[src/rtl/tehq_pkg.sv]
package tehq_pkg;

  localparam int unsigned TICK_W   = 16;
  localparam int unsigned TMO_W    = 15;
  localparam int unsigned STATUS_W = 3;

  // operation codes
  localparam logic OP_ENQ = 1'b0;
  localparam logic OP_DEQ = 1'b1;

  // result status codes
  localparam logic [STATUS_W-1:0] ST_ENQ   = 3'd0;
  localparam logic [STATUS_W-1:0] ST_FULL  = 3'd1;
  localparam logic [STATUS_W-1:0] ST_ZERO  = 3'd2;
  localparam logic [STATUS_W-1:0] ST_DEQ   = 3'd3;
  localparam logic [STATUS_W-1:0] ST_EMPTY = 3'd4;

  // ordering key of a heap entry, laid out as the top bits of a stored entry
  typedef struct packed {
    logic [TMO_W-1:0]  timeout;
    logic [TICK_W-1:0] created;
  } key_t;

endpackage

[src/rtl/tehq_heap_ram.sv]
module tehq_heap_ram #(
  parameter int unsigned Depth  = 16,
  parameter int unsigned EntryW = 39,
  localparam int unsigned AddrW = $clog2(Depth)
) (
  input  logic              clk_i,
  input  logic              we_i,
  input  logic [AddrW-1:0]  waddr_i,
  input  logic [EntryW-1:0] wdata_i,
  input  logic [AddrW-1:0]  raddr_i,
  output logic [EntryW-1:0] rdata_o
);

  logic [EntryW-1:0] mem_q [Depth];
  logic [EntryW-1:0] rdata_q;

  always_ff @(posedge clk_i) begin
    if (we_i) begin
      mem_q[waddr_i] <= wdata_i;
    end
    rdata_q <= mem_q[raddr_i];
  end

  assign rdata_o = rdata_q;

endmodule

[src/rtl/tehq_urgency_cmp.sv]
module tehq_urgency_cmp
  import tehq_pkg::*;
(
  input  logic [TICK_W-1:0] now_i,
  input  key_t              a_i,
  input  key_t              b_i,
  output logic              a_sooner_o
);

  localparam int unsigned UrgW = TICK_W + 2;

  logic [TICK_W-1:0]      passed_a, passed_b;
  logic signed [UrgW-1:0] urg_a, urg_b;

  // elapsed ticks wrap at the timer width
  assign passed_a = now_i - a_i.created;
  assign passed_b = now_i - b_i.created;

  // urgency = elapsed - 2 * timeout, larger is due sooner
  assign urg_a = $signed({2'b00, passed_a}) - $signed({2'b00, a_i.timeout, 1'b0});
  assign urg_b = $signed({2'b00, passed_b}) - $signed({2'b00, b_i.timeout, 1'b0});

  assign a_sooner_o = urg_a > urg_b;

endmodule

[src/rtl/timer_event_heap_queue_core.sv]
// channel   | ports                                              | transfer
// ----------+----------------------------------------------------+---------------------------
// command   | operation_i now_ticks_i timeout_us_i event_tag_i   | start high while busy low
// result    | status_o out_tag_o out_timeout_o out_created_o     | done_o high for one cycle
//           | out_count_o                                        |
//
// a rejected or empty command answers in the cycle after its transfer
// enqueue: carries the new entry up from the end, reading and comparing the parent at each
// heap level; dequeue: reads the root and ends when it takes the last entry, else loads the
// last entry and descends, reading the left and, if present, the right child at each level;
// heap reads share the one registered read port of the entry memory and one urgency comparator
// reset clears the entry count and the sequencer, entry contents stay unknown
// the receiver cannot stall; busy stays high until the result strobe
module timer_event_heap_queue_core
  import tehq_pkg::*;
#(
  parameter int unsigned CAPACITY = 16,
  parameter int unsigned TAG_BITS = 8,
  localparam int unsigned CntW = $clog2(CAPACITY + 1)
) (
  input  logic                clk_i,
  input  logic                rst_ni,
  input  logic                start,
  output logic                busy,
  input  logic                operation_i,
  input  logic [TICK_W-1:0]   now_ticks_i,
  input  logic [TMO_W-1:0]    timeout_us_i,
  input  logic [TAG_BITS-1:0] event_tag_i,
  output logic                done_o,
  output logic [STATUS_W-1:0] status_o,
  output logic [TAG_BITS-1:0] out_tag_o,
  output logic [TMO_W-1:0]    out_timeout_o,
  output logic [TICK_W-1:0]   out_created_o,
  output logic [CntW-1:0]     out_count_o
);

  localparam int unsigned AddrW  = $clog2(CAPACITY);
  localparam int unsigned EntryW = TMO_W + TICK_W + TAG_BITS;

  localparam logic [3:0] S_IDLE    = 4'd0;
  localparam logic [3:0] S_UP_RD   = 4'd1;
  localparam logic [3:0] S_UP_CMP  = 4'd2;
  localparam logic [3:0] S_DQ_ROOT = 4'd3;
  localparam logic [3:0] S_DQ_LAST = 4'd4;
  localparam logic [3:0] S_DQ_LOAD = 4'd5;
  localparam logic [3:0] S_DN_RDL  = 4'd6;
  localparam logic [3:0] S_DN_RDR  = 4'd7;
  localparam logic [3:0] S_DN_CMPR = 4'd8;

  logic [3:0]          state_q, state_d;
  logic [CntW-1:0]     count_q, count_d;
  logic [CntW-1:0]     idx_q, idx_d;
  logic [CntW-1:0]     best_idx_q, best_idx_d;
  logic [EntryW-1:0]   hole_q, hole_d;
  logic [EntryW-1:0]   best_q, best_d;
  logic [TICK_W-1:0]   now_q, now_d;
  logic                done_q, done_d;
  logic [STATUS_W-1:0] status_q, status_d;
  logic [TAG_BITS-1:0] tag_q, tag_d;
  logic [TMO_W-1:0]    tmo_q, tmo_d;
  logic [TICK_W-1:0]   cre_q, cre_d;

  logic              ram_we;
  logic [AddrW-1:0]  ram_waddr, ram_raddr;
  logic [EntryW-1:0] ram_wdata, ram_rdata;

  key_t cmp_a, cmp_b;
  logic a_sooner;

  logic [CntW-1:0]   parent_idx;
  logic [CntW:0]     left_idx, right_idx;
  logic              left_ok, right_ok;
  logic [CntW-1:0]   cand_idx;
  logic [EntryW-1:0] cand_ent;

  tehq_heap_ram #(
    .Depth  (CAPACITY),
    .EntryW (EntryW)
  ) u_heap_ram (
    .clk_i   (clk_i),
    .we_i    (ram_we),
    .waddr_i (ram_waddr),
    .wdata_i (ram_wdata),
    .raddr_i (ram_raddr),
    .rdata_o (ram_rdata)
  );

  tehq_urgency_cmp u_urgency_cmp (
    .now_i      (now_q),
    .a_i        (cmp_a),
    .b_i        (cmp_b),
    .a_sooner_o (a_sooner)
  );

  assign parent_idx = (idx_q - CntW'(1)) >> 1;
  assign left_idx   = {idx_q, 1'b1};
  assign right_idx  = left_idx + (CntW + 1)'(1);
  assign left_ok    = left_idx < {1'b0, count_q};
  assign right_ok   = right_idx < {1'b0, count_q};

  // best of the children seen so far against the carried entry
  always_comb begin
    cand_idx = idx_q;
    cand_ent = hole_q;
    if (state_q == S_DN_RDR) begin
      if (a_sooner) begin
        cand_idx = left_idx[CntW-1:0];
        cand_ent = ram_rdata;
      end
    end else begin
      if (a_sooner) begin
        cand_idx = right_idx[CntW-1:0];
        cand_ent = ram_rdata;
      end else begin
        cand_idx = best_idx_q;
        cand_ent = best_q;
      end
    end
  end

  always_comb begin
    state_d    = state_q;
    count_d    = count_q;
    idx_d      = idx_q;
    best_idx_d = best_idx_q;
    hole_d     = hole_q;
    best_d     = best_q;
    now_d      = now_q;
    done_d     = 1'b0;
    status_d   = status_q;
    tag_d      = tag_q;
    tmo_d      = tmo_q;
    cre_d      = cre_q;
    ram_we     = 1'b0;
    ram_waddr  = idx_q[AddrW-1:0];
    ram_wdata  = hole_q;
    ram_raddr  = '0;
    cmp_a      = key_t'(ram_rdata[EntryW-1:TAG_BITS]);
    cmp_b      = key_t'(hole_q[EntryW-1:TAG_BITS]);

    case (state_q)
      S_IDLE: begin
        if (start) begin
          now_d = now_ticks_i;
          tag_d = '0;
          tmo_d = '0;
          cre_d = '0;
          if (operation_i == OP_ENQ) begin
            if (count_q == CntW'(CAPACITY)) begin
              status_d = ST_FULL;
              done_d   = 1'b1;
            end else if (timeout_us_i == '0) begin
              status_d = ST_ZERO;
              done_d   = 1'b1;
            end else begin
              status_d = ST_ENQ;
              hole_d   = {timeout_us_i, now_ticks_i, event_tag_i};
              idx_d    = count_q;
              count_d  = count_q + CntW'(1);
              state_d  = S_UP_RD;
            end
          end else begin
            if (count_q == '0) begin
              status_d = ST_EMPTY;
              done_d   = 1'b1;
            end else begin
              status_d = ST_DEQ;
              count_d  = count_q - CntW'(1);
              state_d  = S_DQ_ROOT;
            end
          end
        end
      end
      S_UP_RD: begin
        if (idx_q == '0) begin
          ram_we  = 1'b1;
          done_d  = 1'b1;
          state_d = S_IDLE;
        end else begin
          ram_raddr = parent_idx[AddrW-1:0];
          state_d   = S_UP_CMP;
        end
      end
      S_UP_CMP: begin
        cmp_a  = key_t'(hole_q[EntryW-1:TAG_BITS]);
        cmp_b  = key_t'(ram_rdata[EntryW-1:TAG_BITS]);
        ram_we = 1'b1;
        if (a_sooner) begin
          // parent moves down into the hole
          ram_wdata = ram_rdata;
          idx_d     = parent_idx;
          state_d   = S_UP_RD;
        end else begin
          done_d  = 1'b1;
          state_d = S_IDLE;
        end
      end
      S_DQ_ROOT: begin
        ram_raddr = '0;
        state_d   = S_DQ_LAST;
      end
      S_DQ_LAST: begin
        tmo_d = ram_rdata[EntryW-1 -: TMO_W];
        cre_d = ram_rdata[TAG_BITS +: TICK_W];
        tag_d = ram_rdata[TAG_BITS-1:0];
        if (count_q == '0) begin
          done_d  = 1'b1;
          state_d = S_IDLE;
        end else begin
          ram_raddr = count_q[AddrW-1:0];
          state_d   = S_DQ_LOAD;
        end
      end
      S_DQ_LOAD: begin
        hole_d  = ram_rdata;
        idx_d   = '0;
        state_d = S_DN_RDL;
      end
      S_DN_RDL: begin
        if (left_ok) begin
          ram_raddr = left_idx[AddrW-1:0];
          state_d   = S_DN_RDR;
        end else begin
          ram_we  = 1'b1;
          done_d  = 1'b1;
          state_d = S_IDLE;
        end
      end
      S_DN_RDR, S_DN_CMPR: begin
        if (state_q == S_DN_CMPR) begin
          cmp_b = key_t'(best_q[EntryW-1:TAG_BITS]);
        end
        if (state_q == S_DN_RDR && right_ok) begin
          best_idx_d = cand_idx;
          best_d     = cand_ent;
          ram_raddr  = right_idx[AddrW-1:0];
          state_d    = S_DN_CMPR;
        end else begin
          ram_we = 1'b1;
          if (cand_idx == idx_q) begin
            done_d  = 1'b1;
            state_d = S_IDLE;
          end else begin
            // winning child moves up into the hole
            ram_wdata = cand_ent;
            idx_d     = cand_idx;
            state_d   = S_DN_RDL;
          end
        end
      end
      default: begin
        state_d = S_IDLE;
      end
    endcase
  end

  always_ff @(posedge clk_i or negedge rst_ni) begin
    if (!rst_ni) begin
      state_q <= S_IDLE;
      count_q <= '0;
      done_q  <= 1'b0;
    end else begin
      state_q <= state_d;
      count_q <= count_d;
      done_q  <= done_d;
    end
  end

  always_ff @(posedge clk_i) begin
    idx_q      <= idx_d;
    best_idx_q <= best_idx_d;
    hole_q     <= hole_d;
    best_q     <= best_d;
    now_q      <= now_d;
    status_q   <= status_d;
    tag_q      <= tag_d;
    tmo_q      <= tmo_d;
    cre_q      <= cre_d;
  end

  assign busy          = state_q != S_IDLE;
  assign done_o        = done_q;
  assign status_o      = status_q;
  assign out_tag_o     = tag_q;
  assign out_timeout_o = tmo_q;
  assign out_created_o = cre_q;
  assign out_count_o   = count_q;

  a_count_in_range: assert property (@(posedge clk_i) disable iff (!rst_ni)
    count_q <= CntW'(CAPACITY))
    else $error("entry count above capacity");

  a_done_idle: assert property (@(posedge clk_i) disable iff (!rst_ni)
    done_o |-> !busy)
    else $error("result strobe while sequencer still busy");

  a_transfer_progress: assert property (@(posedge clk_i) disable iff (!rst_ni)
    (start && !busy) |=> (busy || done_o))
    else $error("accepted command neither answered nor in progress");

  a_full_reject: assert property (@(posedge clk_i) disable iff (!rst_ni)
    (start && !busy && operation_i == OP_ENQ && count_q == CntW'(CAPACITY))
      |=> (done_o && status_o == ST_FULL && $stable(count_q)))
    else $error("enqueue into full heap not rejected");

endmodule

[config.mk]
export PLATFORM = sky130hd
export DESIGN_NAME = timer_event_heap_queue_core
export DESIGN_NICKNAME = d
export VERILOG_FILES = /design/src/rtl/tehq_pkg.sv /design/src/rtl/tehq_heap_ram.sv /design/src/rtl/tehq_urgency_cmp.sv /design/src/rtl/timer_event_heap_queue_core.sv
export SDC_FILE = /design/constraint.sdc
export NUM_CORES = 1
export LEC_CHECK = 0
export BUFFER_PORTS_ARGS = -buffer_cell sky130_fd_sc_hd__buf_4
export CORE_ASPECT_RATIO = 0.7
export CORE_MARGIN = 5
export CORE_UTILIZATION = 55
export CTS_CLUSTER_DIAMETER = 30
export DETAILED_ROUTE_END_ITERATION = 8
export PLACE_DENSITY = 0.74
export SKIP_CTS_REPAIR_TIMING = 1
export SLEW_MARGIN = 20
export SYNTH_ARGS = -nofsm -noshare
export SYNTH_HDL_FRONTEND = slang
export SYNTH_SLANG_ARGS = --single-unit
[constraint.sdc]
create_clock -name clk_i -period 6.9 [get_ports clk_i]
set_clock_uncertainty 0.05 [all_clocks]
set_input_delay 1.38 -clock clk_i [delete_from_list [all_inputs] [get_ports clk_i]]
set_output_delay 1.38 -clock clk_i [all_outputs]
set_load 0.02 [all_outputs]
* Yosys cells after proc, flatten, opt, wreduce, memory -nomap -nowiden
Memories as Yosys holds them, arrays and structs flattened. A register that Yosys moved wholly into a read port is not among the register bits.
Cells that the tools add are included.
** Word-level totals
- Output and inout bits :: 49
- Bits in writable memories :: 624
- Word-level logic and storage cells :: 135
- Bits in registers :: 156
- Input bits :: 43
- Memories kept :: 1
** Operators by class
- Muxes and demuxes :: 71
- Reductions and logical operators :: 17
- Eq/ne operators :: 23
- Add/sub/neg operators :: 8
- $lt $le $gt $ge :: 3
** Memories
- u_heap_ram.mem_q :: words 16, width 39, rd ports 1, clocked after memory_dff 1, wr ports 1, RTL line tehq_heap_ram.sv:14 : logic [EntryW-1:0] mem_q [Depth];
** Operators by type and width (count)
- 39-bit 2-to-1 mux :: 9
- 39-bit case mux with 2 select lines :: 2
- 5-bit 2-to-1 mux :: 14
- 31-bit 2-to-1 mux :: 2
- 31-bit case mux with 2 select lines :: 1
- 4-bit 2-to-1 mux :: 10
- 16-bit by 16-bit subtractor with 17-bit output :: 2
- 16-bit case mux with 2 select lines :: 1
- 4-bit case mux with 8 select lines :: 1
- 16-bit subtractor :: 2
- 15-bit case mux with 2 select lines :: 1
- 2-bit inequality test, second input constant :: 10
- 5-bit case mux with 4 select lines :: 1
- 18-bit > comparator :: 1
- 4-bit by 3-bit == test with 1-bit output, second input constant :: 4
- 16-bit 2-to-1 mux :: 1
- 4-bit case mux with 4 select lines :: 1
- 8-bit case mux with 2 select lines :: 1
- 15-bit zero test :: 1
- 15-bit 2-to-1 mux :: 1
- 3-bit 2-to-1 mux :: 5
- 1-bit 2-to-1 mux :: 14
- 6-bit by 5-bit less-than comparator with 1-bit output :: 2
- 5-bit zero test :: 2
- 22 further kinds :: 33

* Logic depth before layout (Yosys ltp)
- Word-level depth :: 12
- Mapped depth :: 36
- Mapped depth without buffers :: 32

* Modules after synthesis
From an unflattened synthesis, not the netlist that was laid out.
** Second synthesis, totals
- Cells, all modules :: 2409
- Area, all modules :: 37114.3 um^2
** Modules (own cells, without submodules)
- tehq_heap_ram :: cells an instance 1014, seq. area each 19518.7 um^2, area an instance 24185.7 um^2, times used 1
- timer_event_heap_queue_core :: cells an instance 908, seq. area each 4634.4 um^2, area an instance 9465.3 um^2, times used 1
- tehq_urgency_cmp :: cells an instance 487, seq. area each 0.0 um^2, area an instance 3463.3 um^2, times used 1

* Worst setup path after synthesis
No wires, ideal clock.
- Kind :: register to register
- Start point :: reg state_q[1]
- End point :: mem u_heap_ram.mem_q[0][18], data pin
- Setup time :: 0.307 ns
- Clock period less this slack :: 7.270 ns
- Data required time :: 6.543 ns
- Path buffers :: 5
- Stages on the path, launching flop included :: 31
- Path slack :: -0.370 ns
- Arrival time :: 6.913 ns
- Cells stage by stage :: dfrtp_1 -> buf_2 -> nor2b_1 -> nand2_1 -> clkbuf_1 -> clkbuf_1 -> mux2i_1 -> ha_1 -> nor2b_1 -> o21ai_0 -> a21boi_0 -> o211ai_1 -> a21oi_1 -> o31ai_1 -> xnor2_1 -> ha_1 -> or3_1 -> or3_1 -> a31o_2 -> a21oi_1 -> xnor2_1 -> ha_1 -> nand4_1 -> or2_2 -> o32ai_4 -> inv_2 -> a2bb2o_2 -> o221ai_2 -> buf_4 -> buf_6 -> a221o_1
** On the way
- Word-level cells in the longest chain between the ends :: 12
- Elaborated cells on any way between the ends :: 23
- Classes of those cells :: add/sub (4); order compare (1); eq/ne (4); mux (12); reduce/logical (2)
** Ends and longest elaborated chain
- start: declaration :: RTL line timer_event_heap_queue_core.sv:50 : logic [3:0] state_q, state_d;
- start signal: assignment :: RTL line timer_event_heap_queue_core.sv:263 : state_q <= state_d;
- 4-bit == test or 4-bit by 3-bit == test with 1-bit output (tied branches)
- 31-bit 2-to-1 mux or 2-bit OR reduction (tied branches) :: RTL line timer_event_heap_queue_core.sv:230, timer_event_heap_queue_core.sv:141
- 31-bit case mux with 2 select lines :: RTL line timer_event_heap_queue_core.sv:141 : case (state_q)
- 16-bit subtractor :: RTL line tehq_urgency_cmp.sv:17 : assign passed_b = now_i - b_i.created;
- 16-bit by 16-bit subtractor with 17-bit output :: RTL line tehq_urgency_cmp.sv:21 : assign urg_b = $signed({2'b00, passed_b}) - $signed({2'b00, b_i.timeout, 1'b0});
- 18-bit > comparator :: RTL line tehq_urgency_cmp.sv:23 : assign a_sooner_o = urg_a > urg_b;
- 5-bit 2-to-1 mux, on equally long branches :: RTL line timer_event_heap_queue_core.sv:111, timer_event_heap_queue_core.sv:106
- 5-bit 2-to-1 mux :: RTL line timer_event_heap_queue_core.sv:105 : if (state_q == S_DN_RDR) begin
- 5-bit == test :: RTL line timer_event_heap_queue_core.sv:240 : if (cand_idx == idx_q) begin
- 39-bit 2-to-1 mux :: RTL line timer_event_heap_queue_core.sv:240
- 39-bit 2-to-1 mux :: RTL line timer_event_heap_queue_core.sv:233 : if (state_q == S_DN_RDR && right_ok) begin
- 39-bit case mux with 2 select lines * :: RTL line timer_event_heap_queue_core.sv:141
- net ram_wdata[18] :: RTL line timer_event_heap_queue_core.sv:65 : logic [EntryW-1:0] ram_wdata, ram_rdata;
- end: declaration :: RTL line tehq_heap_ram.sv:14
The timed path passes the listed nets; every way through them passes the cells marked *.

* Worst setup path in the final report
- Start point :: reg state_q[1]
- End point :: mem u_heap_ram.mem_q[8][28], data pin
The elaborated chain is that of the path after synthesis.

==> qor.csv <==
metric;value;unit
status;finished, violations left;
violations;negative setup slack;
r2r_cells;33;
synth-main-ff-cell;edfxtp_1;
max_stage_delay;390;ps
cts.sinks;819;
period_share;1.02;
crit_top_cell;o21ai_2;
grt_max_degree;149;
die-area;0.0742;sq mm
final_hold_viol_count;0;
worst_slack;-134;ps
dr.pass1.iters;5;
rows;80;
first_global_vias;23300;
slew_viol_final;0;
path_clk_slew;50;ps
numCtsBuffers;113;
cts_tree;yes;
gp_congestion;0.929;
dpl_cell_area;0.0407;sq mm
timing.rr.end;u_heap_ram.mem_q[8][28]$_DFFE_PP_;
area.growth.synth_to_final;21.9;%
final_nets;2972;
maxCapViolations;0;
synthTopCellsByArea;edfxtp_1 61%, mux2i_1 17%, ha_1 3.1%;
core_area;0.0682;sq mm
antennaDiodeCount;0;
syn_area_per_cell;14.9;sq um
grt_usage;0.261;
r2r-start;state_q[1]$_DFFE_PN0P_;
n_fill_cell;4484;
root_buffer;clkbuf_16;
grt_overflow;0;
dp_hpwl;58300;microns
rsz0062_at_grt;yes;
clock.fmax;142;MHz
drive_above_1_share;0.242;
yosysMostFrequentCell;edfxtp_1;
ys_ff_latch;819;
die_x;323;microns
required;7250;ps
synth-seq-area-share;0.639;
cp-end-kind;register;
antenna_found_initial;1;
setup_viol;624;
netlist_area;0.0378;sq mm
via_count;24400;
ios;92;
routedWlPerCell;27.5;microns
hp-class;input pin to async pin;
synth.distinct_cells;64;
fp.dieH;229;microns
vias_per_cell;6.36;
async_flop_share;0.0122;
synth_commonest_cells;770 x edfxtp_1, 655 x mux2i_1, 129 x nand2_1;
slowest_stage;a221o_4;
cts_max_path_buffers;3;
reg2reg_slack;-130;ps
synth_cells;2536;
synth-edff-count;770;
cp-start-kind;register;
crit_arrival;7380;ps
slew_headroom;0.165;
synth_nets;2677;
cp_max_fo;39;
final_cell_area;0.0461;sq mm
final.min_clock_period;7030;ps
yosysWarnings;0;
grt_pass1_wl;145000;microns
port_buffers;91;
yosys.area.top_type;edfxtp_1;
clock_latency;720;ps
tightest_slew;1250;ps
critPathLaunch;state_q[1]$_DFFE_PN0P_;
synth.top_cell.area_share;0.611;
drtAntennaViolNets;0;
critical_path_class;register to register;
start_util;0.555;
htree_levels;3;
drc;0;
wl;105000;microns
drtIter0Drc;2709;
==> cells by family (layout without fill, tap and decap cells) <==
group,count (synthesis),after routing,synth area share
flip-flops,819,819,0.639
AND/OR/NAND/NOR,380,380,0.0496
XOR/XNOR,68,68,0.0157
multiplexers,695,695,0.185
adder cells (fa/ha/maj),98,98,0.0334
buffers and inverters,174,534,0.0225
AO/OA/AOI/OAI,302,337,0.0548
==> metrics by stage <==
stage,utilization,setup TNS [ps],setup slack (ps),hold WS [ps],instances
after floorplan,-,0,9.44,506,2536
after global placement,0.597,-267240,-528,580,3568
after detailed placement,0.597,-349270,-654,575,3568
after CTS,0.655,-362880,-690,451,3783
after global routing,0.676,-182530,-334,458,3833
final,0.676,-43130,-134,475,3833
==> worst max path at each step <==
stage	end	cells past startpoint
after floorplan	u_heap_ram.mem_q[0][18]$_DFFE_PP_	33
after global placement	u_heap_ram.mem_q[5][24]$_DFFE_PP_	34
after detailed placement	u_heap_ram.mem_q[2][24]$_DFFE_PP_	34
after CTS	u_heap_ram.mem_q[9][24]$_DFFE_PP_	34
after global routing	u_heap_ram.mem_q[8][28]$_DFFE_PP_	35
final	u_heap_ram.mem_q[8][28]$_DFFE_PP_	33
==> placed cells by master (no fill, tap or decap), drive strengths merged, types with 6 or more instances in the layout <==
cell type  synthesis  final
a211oi             7      7
a21o               7      7
a21oi             83     83
a221o             42     77
a22o              28     28
and3              83     83
buf               74    276
bufinv             0     14
clkbuf            60    135
clkinv             0     34
clkinvlp           0     20
dfrtp             10     10
dfxtp             39     39
edfxtp           770    770
ha                93     93
inv               40     55
mux2              40     40
mux2i            655    655
nand2            129    129
nand2b             9      9
nand3             18     18
nand4              6      6
nor2              61     61
nor2b             13     13
nor3              33     33
nor4               7      7
o211ai             6      6
o21a              14     14
o21ai             73     73
or3                9      9
xnor2             49     49
xor2              19     19
==> critical path: cells and delay by family (launching register included) <==
family,cells,cell delay (ps)
AO/OA/AOI/OAI,14,2630
XOR/XNOR,2,240
adder cells (fa/ha/maj),3,860
buffers and inverters,4,610
flip-flops,1,370
AND/OR/NAND/NOR,10,1900
==> cell type report <==
type | count | area, sq um | share of cell area
tap | 902 | 1130 | 0.0245
multi-input combinational | 1578 | 14200 | 0.309
sequential | 819 | 24200 | 0.524
clock inverter | 83 | 1020 | 0.0222
timing repair buffer | 279 | 2420 | 0.0525
inverter | 40 | 150 | 0.00326
clock buffer | 132 | 2980 | 0.0646
==> state kept, by name, indices dropped and copies added, names as in the netlist <==
register	cells
done_o	1
hole_q	39
idx_q	5
out_count_o	5
out_tag_o	8
best_idx_q	5
now_q	16
out_created_o	16
state_q	4
out_timeout_o	15
status_o	3
u_heap_ram.mem_q	624
u_heap_ram.rdata_o	39
best_q	39
==> layer usage <==
layer	wire (microns)	share of wire	vias up	global-route usage
li1	-	-	10600	-
met1	42400	0.40	12200	0.360
met2	49600	0.47	1323	0.424
met3	9270	0.088	268	0.0475
met4	3920	0.037	2	0.0865
met5	13	0.00012	-	0
Power is left out: the tool's default activity adds up to more than one toggle a clock period on the data nets, which glitch-free logic cannot reach.
